## src/rtl/core/assert_macros.svh

```systemverilog
// Assertion macros shared by the core RTL.
// Each macro expands to one labeled concurrent assertion clocked by clk_i, reset by rst_ni.
`ifndef ASSERT_MACROS_SVH
`define ASSERT_MACROS_SVH

// Property must hold at every clock edge outside reset.
`define MMDU_ASSERT(lbl, prop, msg) \
  lbl: assert property (@(posedge clk_i) disable iff (!rst_ni) (prop)) else $error(msg);

// Condition must never be true outside reset.
`define MMDU_ASSERT_NEVER(lbl, cond, msg) \
  lbl: assert property (@(posedge clk_i) disable iff (!rst_ni) !(cond)) else $error(msg);

`endif

```

## src/rtl/core/mmdu_pkg.sv

```systemverilog
// Package for the register-mapped multiply/divide unit.
// Holds register offsets, step counts and the unit status type; no dependencies.
`timescale 1ns / 1ps

package mmdu_pkg;

  localparam int unsigned OfsW     = 5;
  localparam int unsigned ByteW    = 8;
  localparam int unsigned WordW    = 16;
  localparam int unsigned MulSteps = 8;
  localparam int unsigned DivSteps = 16;

  // Register offsets within the 32-byte window.
  localparam logic [OfsW-1:0] OFS_MUL_A  = 5'h02;
  localparam logic [OfsW-1:0] OFS_MUL_B  = 5'h03;
  localparam logic [OfsW-1:0] OFS_DIV_LO = 5'h04;
  localparam logic [OfsW-1:0] OFS_DIV_HI = 5'h05;
  localparam logic [OfsW-1:0] OFS_DIV_B  = 5'h06;
  localparam logic [OfsW-1:0] OFS_QUO_LO = 5'h14;
  localparam logic [OfsW-1:0] OFS_QUO_HI = 5'h15;
  localparam logic [OfsW-1:0] OFS_RES_LO = 5'h16;
  localparam logic [OfsW-1:0] OFS_RES_HI = 5'h17;

  // Access kinds carried in tuser.
  localparam logic REQ_READ  = 1'b0;
  localparam logic REQ_WRITE = 1'b1;

  localparam logic [WordW-1:0] DIV0_QUOT = 16'hFFFF;

  typedef struct packed {
    logic busy;
    logic done;
  } mmdu_stat_t;

endpackage

```

## src/rtl/core/mmdu_mul.sv

```systemverilog
// Serial 8x8 shift-add multiplier, one multiplier bit per cycle.
// Depends on mmdu_pkg.
`timescale 1ns / 1ps

module mmdu_mul import mmdu_pkg::*; (
  input  logic             clk_i,
  input  logic             rst_ni,
  input  logic             start_i,
  input  logic [ByteW-1:0] mcand_i,
  input  logic [ByteW-1:0] mplier_i,
  output mmdu_stat_t       stat_o,
  output logic [WordW-1:0] product_o
);

  localparam int unsigned CntW = $clog2(MulSteps);

  logic [ByteW-1:0] mcand_q;
  logic [WordW-1:0] acc_q, acc_d;
  logic [CntW-1:0]  cnt_q;
  logic             busy_q, done_q;
  logic [ByteW:0]   sum;

  // Upper half accumulates, lower half shifts the multiplier bits out.
  always_comb begin
    sum   = {1'b0, acc_q[WordW-1:ByteW]} + (acc_q[0] ? {1'b0, mcand_q} : '0);
    acc_d = {sum, acc_q[ByteW-1:1]};
  end

  always_ff @(posedge clk_i) begin
    if (start_i) begin
      mcand_q <= mcand_i;
      acc_q   <= {{ByteW{1'b0}}, mplier_i};
    end else if (busy_q) begin
      acc_q <= acc_d;
    end
  end

  always_ff @(posedge clk_i or negedge rst_ni) begin
    if (!rst_ni) begin
      busy_q <= 1'b0;
      done_q <= 1'b0;
      cnt_q  <= '0;
    end else begin
      done_q <= 1'b0;
      if (start_i) begin
        busy_q <= 1'b1;
        cnt_q  <= '0;
      end else if (busy_q) begin
        cnt_q <= cnt_q + 1'b1;
        if (cnt_q == CntW'(MulSteps - 1)) begin
          busy_q <= 1'b0;
          done_q <= 1'b1;
        end
      end
    end
  end

  assign stat_o.busy = busy_q;
  assign stat_o.done = done_q;
  assign product_o   = acc_q;

endmodule

```

## src/rtl/core/mmdu_div.sv

```systemverilog
// Serial restoring divider, 16-bit dividend by nonzero 8-bit divisor, one quotient bit per cycle.
// Depends on mmdu_pkg.
`timescale 1ns / 1ps

module mmdu_div import mmdu_pkg::*; (
  input  logic             clk_i,
  input  logic             rst_ni,
  input  logic             start_i,
  input  logic [WordW-1:0] dividend_i,
  input  logic [ByteW-1:0] divisor_i,
  output mmdu_stat_t       stat_o,
  output logic [WordW-1:0] quotient_o,
  output logic [ByteW-1:0] remainder_o
);

  localparam int unsigned CntW = $clog2(DivSteps);

  logic [ByteW-1:0] dsr_q, rem_q, rem_d;
  logic [WordW-1:0] quo_q, quo_d;
  logic [CntW-1:0]  cnt_q;
  logic             busy_q, done_q;
  logic [ByteW:0]   trial;
  logic [ByteW+1:0] diff;
  logic             ge;

  // The dividend shifts out of the top of quo_q while quotient bits enter at the bottom.
  always_comb begin
    trial = {rem_q, quo_q[WordW-1]};
    diff  = {1'b0, trial} - {2'b00, dsr_q};
    ge    = ~diff[ByteW+1];
    rem_d = ge ? diff[ByteW-1:0] : trial[ByteW-1:0];
    quo_d = {quo_q[WordW-2:0], ge};
  end

  always_ff @(posedge clk_i) begin
    if (start_i) begin
      dsr_q <= divisor_i;
      rem_q <= '0;
      quo_q <= dividend_i;
    end else if (busy_q) begin
      rem_q <= rem_d;
      quo_q <= quo_d;
    end
  end

  always_ff @(posedge clk_i or negedge rst_ni) begin
    if (!rst_ni) begin
      busy_q <= 1'b0;
      done_q <= 1'b0;
      cnt_q  <= '0;
    end else begin
      done_q <= 1'b0;
      if (start_i) begin
        busy_q <= 1'b1;
        cnt_q  <= '0;
      end else if (busy_q) begin
        cnt_q <= cnt_q + 1'b1;
        if (cnt_q == CntW'(DivSteps - 1)) begin
          busy_q <= 1'b0;
          done_q <= 1'b1;
        end
      end
    end
  end

  assign stat_o.busy  = busy_q;
  assign stat_o.done  = done_q;
  assign quotient_o   = quo_q;
  assign remainder_o  = rem_q;

endmodule

```

## src/rtl/core/mmio_mul_div_unit_core.sv

```systemverilog
// Register-mapped 8x8 multiplier and 16/8 divider, top level.
// Depends on mmdu_pkg, mmdu_mul, mmdu_div and assert_macros.svh.
//
// Usage: each input item is one byte-wide register access. tuser carries the kind
// (read or write); tdata carries the offset, the write byte and the open-bus byte.
// Every item yields exactly one output item: the byte read, or zero for a write.
// Writing offset 3 starts a shift-add multiply; writing offset 6 with a
// nonzero divisor starts a restoring divide (one quotient bit per cycle).
// The response of the write is produced at once, but no further item is accepted
// until the unit has stored its results, after its last multiplier or quotient bit.
// All other accesses, including divide by zero, are done at once, so back-to-back
// reads stream at one item per cycle while the receiver does not stall.
// The response sits in an output register; while the receiver stalls with a
// response pending, tready stays low. Reset returns the operand registers to all
// ones and the results to zero, and leaves the output empty.
`timescale 1ns / 1ps
`include "assert_macros.svh"

module mmio_mul_div_unit_core import mmdu_pkg::*; (
  input  logic        clk_i,
  input  logic        rst_ni,
  input  logic        s_axis_tvalid_i,
  output logic        s_axis_tready_o,
  input  logic [23:0] s_axis_tdata_i,  // reg_offset[4:0], write_data[12:5], open_bus_byte[20:13]
  input  logic        s_axis_tuser_i,  // req_type
  output logic        m_axis_tvalid_o,
  input  logic        m_axis_tready_i,
  output logic [7:0]  m_axis_tdata_o   // read_data[7:0]
);

  localparam logic [1:0] ST_IDLE = 2'd0;
  localparam logic [1:0] ST_MUL  = 2'd1;
  localparam logic [1:0] ST_DIV  = 2'd2;

  logic [1:0]       state_q, state_d;
  logic [ByteW-1:0] mcand_q;
  logic [WordW-1:0] dividend_q, quotient_q, prodrem_q;
  logic             out_valid_q;
  logic [ByteW-1:0] out_data_q, rd_byte;

  logic [OfsW-1:0]  ofs;
  logic [ByteW-1:0] wdata, obus;
  logic             accept, is_wr;
  logic             mul_start, div_start, div_zero;

  mmdu_stat_t       mul_stat, div_stat;
  logic [WordW-1:0] mul_prod, div_quo;
  logic [ByteW-1:0] div_rem;

  assign ofs   = s_axis_tdata_i[4:0];
  assign wdata = s_axis_tdata_i[12:5];
  assign obus  = s_axis_tdata_i[20:13];
  assign is_wr = (s_axis_tuser_i == REQ_WRITE);

  assign s_axis_tready_o = (state_q == ST_IDLE) && (!out_valid_q || m_axis_tready_i);
  assign accept          = s_axis_tvalid_i && s_axis_tready_o;
  assign div_zero        = (wdata == '0);
  assign mul_start       = accept && is_wr && (ofs == OFS_MUL_B);
  assign div_start       = accept && is_wr && (ofs == OFS_DIV_B) && !div_zero;

  mmdu_mul u_mul (
    .clk_i     (clk_i),
    .rst_ni    (rst_ni),
    .start_i   (mul_start),
    .mcand_i   (mcand_q),
    .mplier_i  (wdata),
    .stat_o    (mul_stat),
    .product_o (mul_prod)
  );

  mmdu_div u_div (
    .clk_i       (clk_i),
    .rst_ni      (rst_ni),
    .start_i     (div_start),
    .dividend_i  (dividend_q),
    .divisor_i   (wdata),
    .stat_o      (div_stat),
    .quotient_o  (div_quo),
    .remainder_o (div_rem)
  );

  always_comb begin
    unique case (ofs)
      OFS_QUO_LO: rd_byte = quotient_q[ByteW-1:0];
      OFS_QUO_HI: rd_byte = quotient_q[WordW-1:ByteW];
      OFS_RES_LO: rd_byte = prodrem_q[ByteW-1:0];
      OFS_RES_HI: rd_byte = prodrem_q[WordW-1:ByteW];
      default:    rd_byte = obus;
    endcase
  end

  always_comb begin
    state_d = state_q;
    unique case (state_q)
      ST_IDLE: begin
        if (mul_start) state_d = ST_MUL;
        else if (div_start) state_d = ST_DIV;
      end
      ST_MUL: if (mul_stat.done) state_d = ST_IDLE;
      ST_DIV: if (div_stat.done) state_d = ST_IDLE;
      default: state_d = ST_IDLE;
    endcase
  end

  always_ff @(posedge clk_i or negedge rst_ni) begin
    if (!rst_ni) begin
      state_q     <= ST_IDLE;
      mcand_q     <= '1;
      dividend_q  <= '1;
      quotient_q  <= '0;
      prodrem_q   <= '0;
      out_valid_q <= 1'b0;
    end else begin
      state_q <= state_d;
      if (accept) begin
        out_valid_q <= 1'b1;
      end else if (m_axis_tready_i) begin
        out_valid_q <= 1'b0;
      end
      if (accept && is_wr) begin
        case (ofs)
          OFS_MUL_A:  mcand_q <= wdata;
          OFS_DIV_LO: dividend_q[ByteW-1:0] <= wdata;
          OFS_DIV_HI: dividend_q[WordW-1:ByteW] <= wdata;
          OFS_DIV_B: begin
            // A zero divisor bypasses the divider.
            if (div_zero) begin
              quotient_q <= DIV0_QUOT;
              prodrem_q  <= dividend_q;
            end
          end
          default: ;
        endcase
      end
      if (state_q == ST_MUL && mul_stat.done) begin
        prodrem_q <= mul_prod;
      end
      if (state_q == ST_DIV && div_stat.done) begin
        quotient_q <= div_quo;
        prodrem_q  <= {{(WordW-ByteW){1'b0}}, div_rem};
      end
    end
  end

  always_ff @(posedge clk_i) begin
    if (accept) begin
      out_data_q <= is_wr ? '0 : rd_byte;
    end
  end

  assign m_axis_tvalid_o = out_valid_q;
  assign m_axis_tdata_o  = out_data_q;

  `MMDU_ASSERT(a_mul_done_in_mul, mul_stat.done |-> state_q == ST_MUL, "multiply done outside MUL")
  `MMDU_ASSERT(a_div_done_in_div, div_stat.done |-> state_q == ST_DIV, "divide done outside DIV")
  `MMDU_ASSERT(a_div_start_busy, div_start |=> div_stat.busy && !s_axis_tready_o,
               "divider not busy after start")
  `MMDU_ASSERT_NEVER(a_units_overlap, mul_stat.busy && div_stat.busy, "both units busy")

endmodule

```

## config.mk

```make
export PLATFORM = sky130hd
export DESIGN_NAME = mmio_mul_div_unit_core
export DESIGN_NICKNAME = d
export VERILOG_FILES = /design/src/rtl/core/mmdu_pkg.sv /design/src/rtl/core/mmdu_mul.sv /design/src/rtl/core/mmdu_div.sv /design/src/rtl/core/mmio_mul_div_unit_core.sv
export VERILOG_INCLUDE_DIRS = /design/src /design/src/rtl/core
export SDC_FILE = /design/constraint.sdc
export NUM_CORES = 1
export LEC_CHECK = 0
export ABC_AREA = 1
export BUFFER_PORTS_ARGS = -buffer_cell sky130_fd_sc_hd__buf_2
export CAP_MARGIN = 20
export CORE_ASPECT_RATIO = 2
export CORE_MARGIN = 3
export CORE_UTILIZATION = 50
export CTS_BUF_LIST = sky130_fd_sc_hd__clkbuf_8
export DETAILED_ROUTE_END_ITERATION = 6
export HOLD_SLACK_MARGIN = 0.05
export PLACE_DENSITY = 0.69
export SLEW_MARGIN = 20
export SYNTH_ARGS = -nofsm -noshare
export SYNTH_HDL_FRONTEND = slang
export SYNTH_HIERARCHICAL = 1
export SYNTH_SLANG_ARGS = --single-unit
export TNS_END_PERCENT = 10
```

## constraint.sdc

```tcl
create_clock -name clk_i -period 2.6 [get_ports clk_i]
set_input_delay 0.26 -clock clk_i [delete_from_list [all_inputs] [get_ports clk_i]]
set_output_delay 0.26 -clock clk_i [all_outputs]
set_load 0.03 [all_outputs]
```

# ---- Yosys cells after proc, flatten, opt, wreduce, memory -nomap -nowiden
# Index checks and enable logic that the tools add are counted.
dict set report word_totals {
  reg_bits 134
  out_inout_bits 10
}
dict set report op_classes {
  mux 39
  eq_ne 16
  add_sub_neg 4
  bitwise_logic 1
  n_reduce_logical 28
}
# operator count
set op_table {}
lappend op_table {{$mux 16} 11}
lappend op_table {{$mux 8} 4}
lappend op_table {{$pmux 8 s4} 1}
lappend op_table {{$eq 5x5->1 const B} 4}
lappend op_table {{$eq 5x3->1 const B} 3}
lappend op_table {{$mux 1} 14}
lappend op_table {{$reduce_bool 2->1} 6}
lappend op_table {{$eq 5x2->1 const B} 2}
lappend op_table {{$sub 9x8->10} 1}
lappend op_table {{$add 8x8->9} 1}
lappend op_table {{$reduce_and 3->1} 3}
lappend op_table {{$reduce_bool 3->1} 3}
lappend op_table {{$logic_and 1x1->1} 8}
lappend op_table {{$logic_not 8->1} 1}
lappend op_table {{$mux 2} 4}
lappend op_table {{$mux 4} 2}
lappend op_table {{$mux 3} 2}
lappend op_table {{$pmux 2 s3} 1}
lappend op_table {{$reduce_and 2->1} 3}
lappend op_table {{$add 4x1->4 const B} 1}
lappend op_table {{$eq 4x4->1 const B} 1}
lappend op_table {{$ne 2x1->1 const B} 2}
lappend op_table {{$add 3x1->3 const B} 1}
lappend op_table {{$eq 3x3->1 const B} 1}
lappend op_table {{other kinds (7)} 8}

# ---- Depth between registers and ports, before layout
# Gate-level depths: netlist (run 1).
dict set report logic_depth {
  ltp_word 10
  depth_mapped 13
  ltp_nobuf 12
}

# ---- Modules after synthesis
# The synthesis (run 1) kept the hierarchy.
# module cells_per_inst area_each_um2 seq_area_each_um2 n_inst
set modules_own_cells {}
lappend modules_own_cells {mmio_mul_div_unit_core 422 3447.1 1746.7 1}
lappend modules_own_cells {mmdu_div 241 2040.7 1031.0 1}
lappend modules_own_cells {mmdu_mul 170 1475.2 765.7 1}

# ---- Worst setup path before layout (run 1)
# Ideal clock, no wire load.
dict set report synth_path {
  kind {register to register}
  startpoint {register out_valid_q (netlist: m_axis_tvalid_o)}
  endpoint {register u_mul.acc_q[0] (netlist: u_mul/product_o[0]), enable pin}
  setup_slack_ns -0.183
  arrival_time_ns 2.457
  stages_incl_launch_ff 6
  period_less_slack_ns 2.783
  cell_sequence {dfrtp_1 > nand2_1 > nand3_2 > nor4_1 > nor2_2 > inv_1}
}
dict set report synth_via {
  elab_chain_cells 7
}
# item line_no
set synth_rtl {}
lappend synth_rtl {{from (decl)} mmio_mul_div_unit_core.sv:38} ;# logic out_valid_q;
lappend synth_rtl {{from (signal assigned)} mmio_mul_div_unit_core.sv:112} ;# out_valid_q <= 1'b0;
lappend synth_rtl {{from (signal assigned)} mmio_mul_div_unit_core.sv:116} ;# out_valid_q <= 1'b1;
lappend synth_rtl {{from (signal assigned)} mmio_mul_div_unit_core.sv:118} ;# out_valid_q <= 1'b0;
lappend synth_rtl {{$logic_not 1->1} mmio_mul_div_unit_core.sv:55} ;# assign s_axis_tready_o = (state_q == ST_IDLE) && (!out_valid_q || m_axis_tready_i);
lappend synth_rtl {{$logic_or 1x1->1} mmio_mul_div_unit_core.sv:55}
lappend synth_rtl {{$logic_and 1x1->1} mmio_mul_div_unit_core.sv:55}
lappend synth_rtl {{$logic_and 1x1->1} mmio_mul_div_unit_core.sv:56} ;# assign accept = s_axis_tvalid_i && s_axis_tready_o;
lappend synth_rtl {{$logic_and 1x1->1 (2 in series)} mmio_mul_div_unit_core.sv:58} ;# assign mul_start = accept && is_wr && (ofs == OFS_MUL_B);
lappend synth_rtl {{via mul_start} mmio_mul_div_unit_core.sv:44} ;# logic mul_start, div_start, div_zero;
lappend synth_rtl {{$reduce_bool 2->1 (no source line)} -}
lappend synth_rtl {{to (signal assigned)} mmdu_mul.sv:32} ;# acc_q <= {{ByteW{1'b0}}, mplier_i};
lappend synth_rtl {{to (decl)} mmdu_mul.sv:18} ;# logic [WordW-1:0] acc_q, acc_d;
# The timed path passes the listed nets, and every way through them passes these cells.
# A chain may end at the register's enable or synchronous reset.

# ---- Final worst setup path (run 1)
dict set report layout_path {
  startpoint {register state_q[1]}
  endpoint {register u_div.quo_q[11] (netlist: u_div/quotient_o[11]), data pin}
}
dict set report layout_via {
  elab_chain_cells 7
}
# item line_no
set layout_rtl {}
lappend layout_rtl {{from (decl)} mmio_mul_div_unit_core.sv:35} ;# logic [1:0] state_q, state_d;
lappend layout_rtl {{from (signal assigned)} mmio_mul_div_unit_core.sv:114} ;# state_q <= state_d;
lappend layout_rtl {{$logic_not 2->1} mmio_mul_div_unit_core.sv:55}
lappend layout_rtl {{$logic_and 1x1->1} mmio_mul_div_unit_core.sv:55}
lappend layout_rtl {{$logic_and 1x1->1} mmio_mul_div_unit_core.sv:56}
lappend layout_rtl {{$logic_and 1x1->1 (3 in series)} mmio_mul_div_unit_core.sv:59} ;# assign div_start = accept && is_wr && (ofs == OFS_DIV_B) && !div_zero;
lappend layout_rtl {{via div_start} mmio_mul_div_unit_core.sv:44}
lappend layout_rtl {{$mux 16} mmdu_div.sv:36} ;# if (start_i) begin
lappend layout_rtl {{to (signal assigned)} mmdu_div.sv:39} ;# quo_q <= dividend_i;
lappend layout_rtl {{to (signal assigned)} mmdu_div.sv:42} ;# quo_q <= quo_d;
lappend layout_rtl {{to (decl)} mmdu_div.sv:19} ;# logic [WordW-1:0] quo_q, quo_d;
# The timed path passes the listed nets, and every way through them passes these cells.

==> out/qor.yml, run 1 <==
pwr:
  p_total_mw: 7.37
  vdd_ir_drop_max_mv: 0.462
  p_leak_nw: 3.72
  power_density_nw_per_um2: 952
drt:
  wl_per_cell_um: 16.1
  via_per_inst: 5.35
  dr.pass1.iters: 7
  route.vias.total: 5555
  routed_wl_um: 16700
  drc: 0
  ant_nets: 0
  drt_iter0_drc: 296
sta:
  fin_crit_ns: 2.13
  finClkSkew_ns: 0.0131
  worst_pin_slew_ns: 0.599
  fin_crit_sh: 0.821
  hold_viol_final: 0
  fmax_mhz: 468
  drv_slew: 0
  tns_ns: 0
  relSlewSlack: 0.601
  setup_violations: 0
  rsz0062_at_grt: "no"
critical_path:
  crit_type: "reg2reg"
  startpoint_type: "flip-flop"
  reg2reg_slack_ns: 0.47
  crit_chain: "nor2_2, nand3_2, nor2_4, nand2_1, nor2_2, inv_1, nand2_1, nand2_1"
  cp.arrival_ns: 2.32
  critPathCaptureType: "flip-flop"
  reg2reg_from: "state_q[1]"
  reg2regPathDepth: 8
  cp_slowest_stage_delay_ns: 0.43
  cp_num_buf_inv: 1
  cp-endpoint: "u_div/quotient_o[11]"
  slowest_stage: "dfrtp_1"
  cp_data_required_time_ns: 2.79
  crit_path_frequent_cell: "nand2_1"
  crit_cells: 8
  startpoint: "state_q[1]"
  cp_max_fo: 20
  r2r-end: "u_div/quotient_o[11]"
  cp_top_family: "simple AND/OR/NAND/NOR gates"
die:
  dieArea_um2: 15400
  die_x_um: 89.4
  core_area_um2: 13500
  fp-row-count: 60
  die_h_um: 173
  ioPinCount: 39
  start_util: 0.514
clock_tree:
  clockRootBuffer: "clkbuf_8"
  cts_setup_buffers: 0
  clock_sinks: 134
  clock_latency_ns: 0.43
  cts_tree: "built"
  cts_made_buffers: 17
  path_clk_slew_ns: 0.07
  cts_hold_buffers: 3
  cts_resized: 0
  htreeDepth: 4
  clockBufferDepth: 2
finish:
  nFillCells: 1259
  layout_common_cells: "nand2_1 (282), inv_1 (93), nor2_1 (51)"
  drive_gt1_frac: 0.157
  mostFrequentLayoutCell: "nand2_1"
  seq_area_um2: 3540
  fin_nets: 921
  n_antenna_cell: 0
  syn2layout_area_growth_pct: 11.5
  multi_input_area_um2: 2880
worst_hold_path:
  hold_path_depth: 1
  hp-class: "in2reg"
  hp-start: "s_axis_tdata_i[6]"
place:
  routabilityCongestion: 0.837
  detailed_place_hpwl_um: 12800
  port_buffers: 35
global_routing:
  grt_max_degree: 33
  grt_pass1_vias: 5523
  grt_overflow: 0
  grt_pass1_wl_um: 27700
  grt_use_total: 0.234
  antenna_found_initial: 0
synth:
  syn-num-nets: 881
  avgSynthCellArea_um2: 8.36
  yosys_warnings: 6
  synthCells: 831
  syn-cell-area_um2: 6950
run:
  cap_violations: 0
status:
  status: "finished, final reports clean"
-- layout make-up --
type,instances,area share
timing repair buffer,54,0.0420
multi-input combinational,566,0.372
tap,155,0.0250
clock inverter,14,0.0236
clock buffer,18,0.0320
sequential,134,0.458
inverter,98,0.0475
-- per-layer routing --
metal | global-route usage | vias up | part of all wire
met5 | 0 | - | 0
met4 | 0.132 | 0 | 0.054
met3 | 0.0372 | 48 | 0.029
met2 | 0.407 | 127 | 0.53
met1 | 0.259 | 2583 | 0.38
li1 | - | 2797 | -
-- flip-flops by register name (all words and copies together) (netlist names) --
signal / cells
u_div/quotient_o: 16
u_div/busy_q: 1
u_mul/busy_q: 1
u_mul/cnt_q: 3
state_q: 2
u_mul/mcand_q: 8
u_div/cnt_q: 4
u_div/dsr_q: 8
u_mul/done_q: 1
prodrem_q: 16
m_axis_tvalid_o: 1
m_axis_tdata_o: 8
quotient_q: 16
u_div/done_q: 1
u_div/remainder_o: 8
mcand_q: 8
u_mul/product_o: 16
dividend_q: 16
-- through the flow --
| stage | instances | cell area (um2) | util | setup WS (ns) | hold slack, ns |
|---|---|---|---|---|---|
| 2_1_floorplan | 831 | 6950 | - | 0.118 | -0.0356 |
| 3_3_place_gp | 1004 | 7280 | 0.539 | 0.440 | 0.293 |
| 3_5_place_dp | 1004 | 7280 | 0.539 | 0.418 | 0.291 |
| 4_1_cts | 1039 | 7740 | 0.573 | 0.454 | 0.0505 |
| 5_1_grt | 1039 | 7740 | 0.573 | 0.282 | 0.0505 |
| 6_report | 1039 | 7740 | 0.573 | 0.465 | 0.0697 |
-- worst min-delay path by stage --
stage	to	slack, ns
CTS	u_div/dsr_q[1]	0.05
finish	u_div/dsr_q[1]	0.07
floorplan	m_axis_tvalid_o	-0.04
detailed placement	quotient_q[8]	0.29
global placement	quotient_q[8]	0.29
global route	u_div/dsr_q[4]	0.05
-- power breakdown --
part / internal (mW) / total (mW) / switching [mW]
sequential: 2.82 / 3.25 / 0.429
combinational: 0.836 / 2.25 / 1.41
clock: 1.06 / 1.87 / 0.809
total: 4.72 / 7.37 / 2.65
No activity file was read; power rests on OpenSTA's default activity.
==> inputs of run 2 (changes only) <==
Clock period 2.6 ns to 1.9 ns, I/O delays scaled along.
==> out/qor.yml, run 2 (synthesized netlist as in run 1, its figures left out) <==
critical_path:
  cp_data_required_time_ns: 2.23  # -0.56 ns
  startpoint_type: "flip-flop"
  cp.arrival_ns: 2.16  # -0.16 ns
  cp_max_fo: 6  # -70%
  crit_type: "reg2reg"
  critPathCaptureType: "flip-flop"
drt:
  drc: 0  # unchanged
  drt_iter0_drc: 333  # +13%
  via_per_inst: 5.52  # +3.3%
  route.vias.total: 5867  # +5.6%
  routed_wl_um: 17500  # +4.6%
  ant_nets: 0  # unchanged
  wl_per_cell_um: 16.5  # +2.3%
  dr.pass1.iters: 5  # -2
sta:
  fin_ws_ns: 0.0742  # -0.391 ns
  fin_crit_sh: 0.961  # +0.140
  setup_violations: 0  # unchanged
  fin_hold_ws_ns: 0.136  # +0.0661 ns
  hold_viol_final: 0  # unchanged
  rsz0062_at_grt: "yes"
  worst_pin_slew_ns: 0.535  # -0.0646 ns
  fin_crit_ns: 1.83  # -0.309 ns
  fmax_mhz: 548  # +17%
  relSlewSlack: 0.644  # +0.0430
  finClkSkew_ns: 0.00660  # -0.00650 ns
  drv_slew: 0  # unchanged
global_routing:
  grt_overflow: 0  # unchanged
  grt_pass1_vias: 5934  # +7.4%
  antenna_found_initial: 0  # unchanged
  grt_use_total: 0.237  # +0.00355
  grt_pass1_wl_um: 28200  # +2.0%
  grt_max_degree: 50  # +52%
die:
  fp-row-count: 60  # unchanged
  start_util: 0.514  # unchanged
  die_x_um: 89.4  # unchanged
  dieArea_um2: 15400  # unchanged
  core_area_um2: 13500  # unchanged
  die_h_um: 173  # unchanged
  ioPinCount: 39  # unchanged
finish:
  fin_nets: 944  # +2.5%
  n_antenna_cell: 0  # unchanged
  syn2layout_area_growth_pct: 16.4
  fin_area_um2: 8090  # +4.5%
  drive_gt1_frac: 0.192  # +0.0346
  layout_common_cells: "nand2_1 (280), inv_1 (90), nor2_1 (50)"
  mostFrequentLayoutCell: "nand2_1"
clock_tree:
  cts_tree: "built"
  clock_latency_ns: 0.43  # about the same
  cts_made_buffers: 17  # unchanged
  clockBufferDepth: 2  # unchanged
  path_clk_slew_ns: 0.08  # about the same
  clock_sinks: 134  # unchanged
  clockRootBuffer: "clkbuf_8"
  htreeDepth: 4  # unchanged
pwr:
  p_leak_nw: 3.85  # +3.4%
  vdd_ir_drop_max_mv: 0.751  # +63%
  power_density_nw_per_um2: 1310  # +37%
place:
  detailed_place_hpwl_um: 13300  # +3.8%
  routabilityCongestion: 0.890  # +6.3%
  place_ws_ns: 0.0596  # -0.359 ns
  place_area_um2: 7460  # +2.4%
  port_buffers: 35  # unchanged
worst_hold_path:
  hp-class: "in2reg"
run:
  cap_violations: 0  # unchanged
status:
  status: "finished, final reports clean"
run 2: repair_timing:
item                                    4_1_cts  5_1_grt
gates resized for setup                       0       11
setup buffers                                 0        1
hold buffers                                 10        0
hold endpoints to repair                     29        0
endpoints found under the setup margin        0       36
run 2: through the flow:
stage	power [mW]	setup TNS, ns	utilization	instances
floorplan	6.71	-1.02	-	831
global placement	7.59	0	0.552	1019
detailed placement	7.74	0	0.552	1019
CTS	10.5	0	0.593	1061
global route	11.3	-0.0635	0.599	1062
finish	10.6	0	0.599	1062
run 2: layout make-up:
| class | count | area [um2] |
|---|---|---|
| sequential | 134 | 3550 |
| fill | 1136 | 5420 |
| clock inverter | 13 | 194 |
| multi-input combinational | 566 | 2970 |
| clock buffer | 19 | 262 |
| inverter | 98 | 370 |
| tap | 155 | 194 |
| timing repair buffer | 77 | 557 |
run 2: worst max-delay path, stage by stage (launching register included):
cell and delay [ns]:
edfxtp_1 0.45, buf_6 0.17, nand2_1 0.06, inv_1 0.05, ha_1 0.32, or2_4 0.26, nand3b_1 0.09, nand2_2 0.07
nand3_1 0.10, nand2_1 0.07, nand2_1 0.06, inv_1 0.04
run 2: path summary, 6_finish.rpt:
| path | from | endpoint | slack [ns] | depth (start not counted) |
|---|---|---|---|---|
| max reg2reg | u_mul/product_o[0] | u_mul/product_o[15] | 0.07 | 11 |
| min reg2reg | u_div/cnt_q[3] | u_div/cnt_q[3] | 0.46 | 1 |
| max in group asynchronous | rst_ni | quotient_q[6] | 0.94 | 3 |
| min | s_axis_tdata_i[13] | m_axis_tdata_o[0] | 0.14 | 4 |
| min in group asynchronous | rst_ni | u_mul/cnt_q[0] | 0.27 | 2 |
| max | u_mul/product_o[0] | u_mul/product_o[15] | 0.07 | 11 |
run 2: report_power, final:
part / internal (mW) / switching [mW] / total, mW
combinational: 1.36 / 2.09 / 3.46
sequential: 3.86 / 0.577 / 4.44
clock: 1.52 / 1.17 / 2.69
total: 6.74 / 3.84 / 10.6
run 2: per-layer routing:
layer,wire [um],vias to the layer above,GRT usage,part of all wire
li1,-,2855,-,-
met1,6380,2778,0.251,0.36
met5,0,-,0,0
met2,9100,164,0.400,0.52
met3,598,70,0.0434,0.034
met4,1400,0,0.176,0.080
==> inputs of run 3 (changes only) <==
Settings changed: PLACE_DENSITY 0.69 to 0.67.
==> out/qor.yml, run 3 (synthesized netlist as in run 1, its figures left out) <==
status:
  status: "finished, final reports clean"
pwr:
  power_density_nw_per_um2: 1270  # -2.9%
  vdd_ir_drop_max_mv: 0.736  # -2.0%
  p_total_mw: 10.1  # -4.2%
  p_leak_nw: 3.82  # -0.91%
sta:
  rsz0062_at_grt: "yes"
  fin_crit_ns: 1.80  # -0.0304 ns
  hold_viol_final: 0  # unchanged
  fin_hold_ws_ns: 0.119  # -0.0170 ns
  relSlewSlack: 0.737  # +0.0935
  fmax_mhz: 557  # +1.7%
  finClkSkew_ns: 0.0119  # +0.00528 ns
  worst_pin_slew_ns: 0.394  # -0.141 ns
  fin_crit_sh: 0.945  # -0.0160
  drv_slew: 0  # unchanged
  setup_violations: 0  # unchanged
critical_path:
  reg2reg_from: "state_q[0]"
  reg2reg_slack_ns: 0.10  # +0.03 ns
  cp_top_family: "simple AND/OR/NAND/NOR gates"
  r2r-end: "u_div/quotient_o[13]"
  cp.arrival_ns: 1.95  # -0.21 ns
  slowest_stage: "dfrtp_1"
  startpoint_type: "flip-flop"
  crit_path_frequent_cell: "nor2_4"
  reg2regPathDepth: 8  # -3
  crit_cells: 8  # -3
  cp_max_fo: 17  # +11
  critPathCaptureType: "flip-flop"
  crit_chain: "nor2_4, nand3_4, nor2_4, nand2_2, nor2_4, nor2_2, inv_2, buf_12"
  crit_type: "reg2reg"
  cp_slowest_stage_delay_ns: 0.42  # -0.03 ns
  cp_data_required_time_ns: 2.05  # -0.18 ns
  cp_num_buf_inv: 2  # -1
drt:
  drc: 0  # unchanged
  drt_iter0_drc: 448  # +35%
  routed.top_layer: "met4"
  dr_wl_met3_um: 539  # -9.9%
  routed_wl_um: 17700  # +1.1%
  wl_met2_um: 9790  # +7.6%
  m1WireLength_um: 6390  # +0.22%
  dr.pass1.iters: 5  # unchanged
  wl_per_cell_um: 16.7  # +1.3%
  route.vias.total: 5903  # +0.61%
  via_per_inst: 5.57  # +0.80%
  ant_nets: 0  # unchanged
clock_tree:
  clockRootBuffer: "clkbuf_8"
  cts_made_buffers: 17  # unchanged
  clock_sinks: 134  # unchanged
  path_clk_slew_ns: 0.08  # about the same
  cts_setup_buffers: 0  # unchanged
  htreeDepth: 4  # unchanged
  cts_tree: "built"
  clockBufferDepth: 2  # unchanged
  clock_latency_ns: 0.45  # +0.02 ns
die:
  ioPinCount: 39  # unchanged
  die_x_um: 89.4  # unchanged
  dieArea_um2: 15400  # unchanged
  start_util: 0.514  # unchanged
  die_h_um: 173  # unchanged
  core_area_um2: 13500  # unchanged
  fp-row-count: 60  # unchanged
global_routing:
  antenna_found_initial: 0  # unchanged
  grt_use_total: 0.242  # +0.00497
  grt_pass1_wl_um: 28700  # +1.6%
  grt_pass1_vias: 5831  # -1.7%
  grt_overflow: 0  # unchanged
  grt_max_degree: 59  # +18%
finish:
  fin_area_um2: 7980  # -1.3%
  mostFrequentLayoutCell: "nand2_1"
  layout_common_cells: "nand2_1 (277), inv_1 (89), nor2_1 (50)"
  fin_util: 0.591  # -0.00806
  syn2layout_area_growth_pct: 14.9
  nFillCells: 1217  # +7.1%
  drive_gt1_frac: 0.187  # -0.00510
  n_antenna_cell: 0  # unchanged
  multi_input_area_um2: 2930  # -1.2%
  seq_area_um2: 3540  # about the same
  fin_nets: 942  # -0.21%
place:
  routabilityCongestion: 0.943  # +6.0%
  place_area_um2: 7450  # about the same
  port_buffers: 35  # unchanged
  detailed_place_hpwl_um: 13400  # +1.0%
worst_hold_path:
  hold_path_depth: 4  # unchanged
  hp-class: "in2reg"
  hp-start: "s_axis_tdata_i[14]"
  whs_endpoint: "m_axis_tdata_o[1]"
run:
  cap_violations: 0  # unchanged
## run 3: final cells by class
class                      instances  share of cell area
inverter                          98              0.0464
sequential                       134               0.444
multi-input combinational        566               0.367
clock inverter                    14              0.0176
timing repair buffer              75              0.0693
clock buffer                      18              0.0310
tap                              155              0.0243
## run 3: how the worst max path moves through the flow
stage                       start                    to  slack, ns
3_3_place_gp    s_axis_tdata_i[0]  u_div/quotient_o[13]       0.11
5_1_grt        u_mul/product_o[0]   u_mul/product_o[15]      -0.02
4_1_cts                state_q[0]   u_div/quotient_o[8]       0.05
3_5_place_dp    s_axis_tdata_i[3]    u_mul/product_o[2]       0.07
2_1_floorplan     m_axis_tvalid_o  u_div/quotient_o[10]      -0.04
6_report               state_q[0]  u_div/quotient_o[13]       0.10
## run 3: report_power, final
part / leakage, nW / internal [mW] / switching, mW
Clock: 0.187 / 1.11 / 1.24
Combinational: 2.27 / 1.30 / 2.10
Sequential: 1.36 / 3.86 / 0.537
## run 3: metal layers
metal,global-route usage,up-vias
li1,-,2852
met1,0.260,2826
met2,0.425,172
met3,0.0458,53
met4,0.138,0
met5,0,-
## run 3: through the flow
stage               setup WS [ns]  TNS (ns)  instances
finish                      0.105         0       1060
global route              -0.0227   -0.0466       1060
CTS                        0.0528         0       1060
detailed placement         0.0683         0       1017
global placement            0.109         0       1017
floorplan                 -0.0447     -1.02        831
## run 3: what timing repair did
item	in CTS	in global routing
hold buffers	11	0
resized for setup	0	10
hold endpoints to repair	55	0
setup endpoints to repair	0	33
## run 3: tightest hold or removal path, cell delays in order
cell and delay [ns]:
buf_2 0.07, o21a_1 0.11, nand2_1 0.05, inv_1 0.04
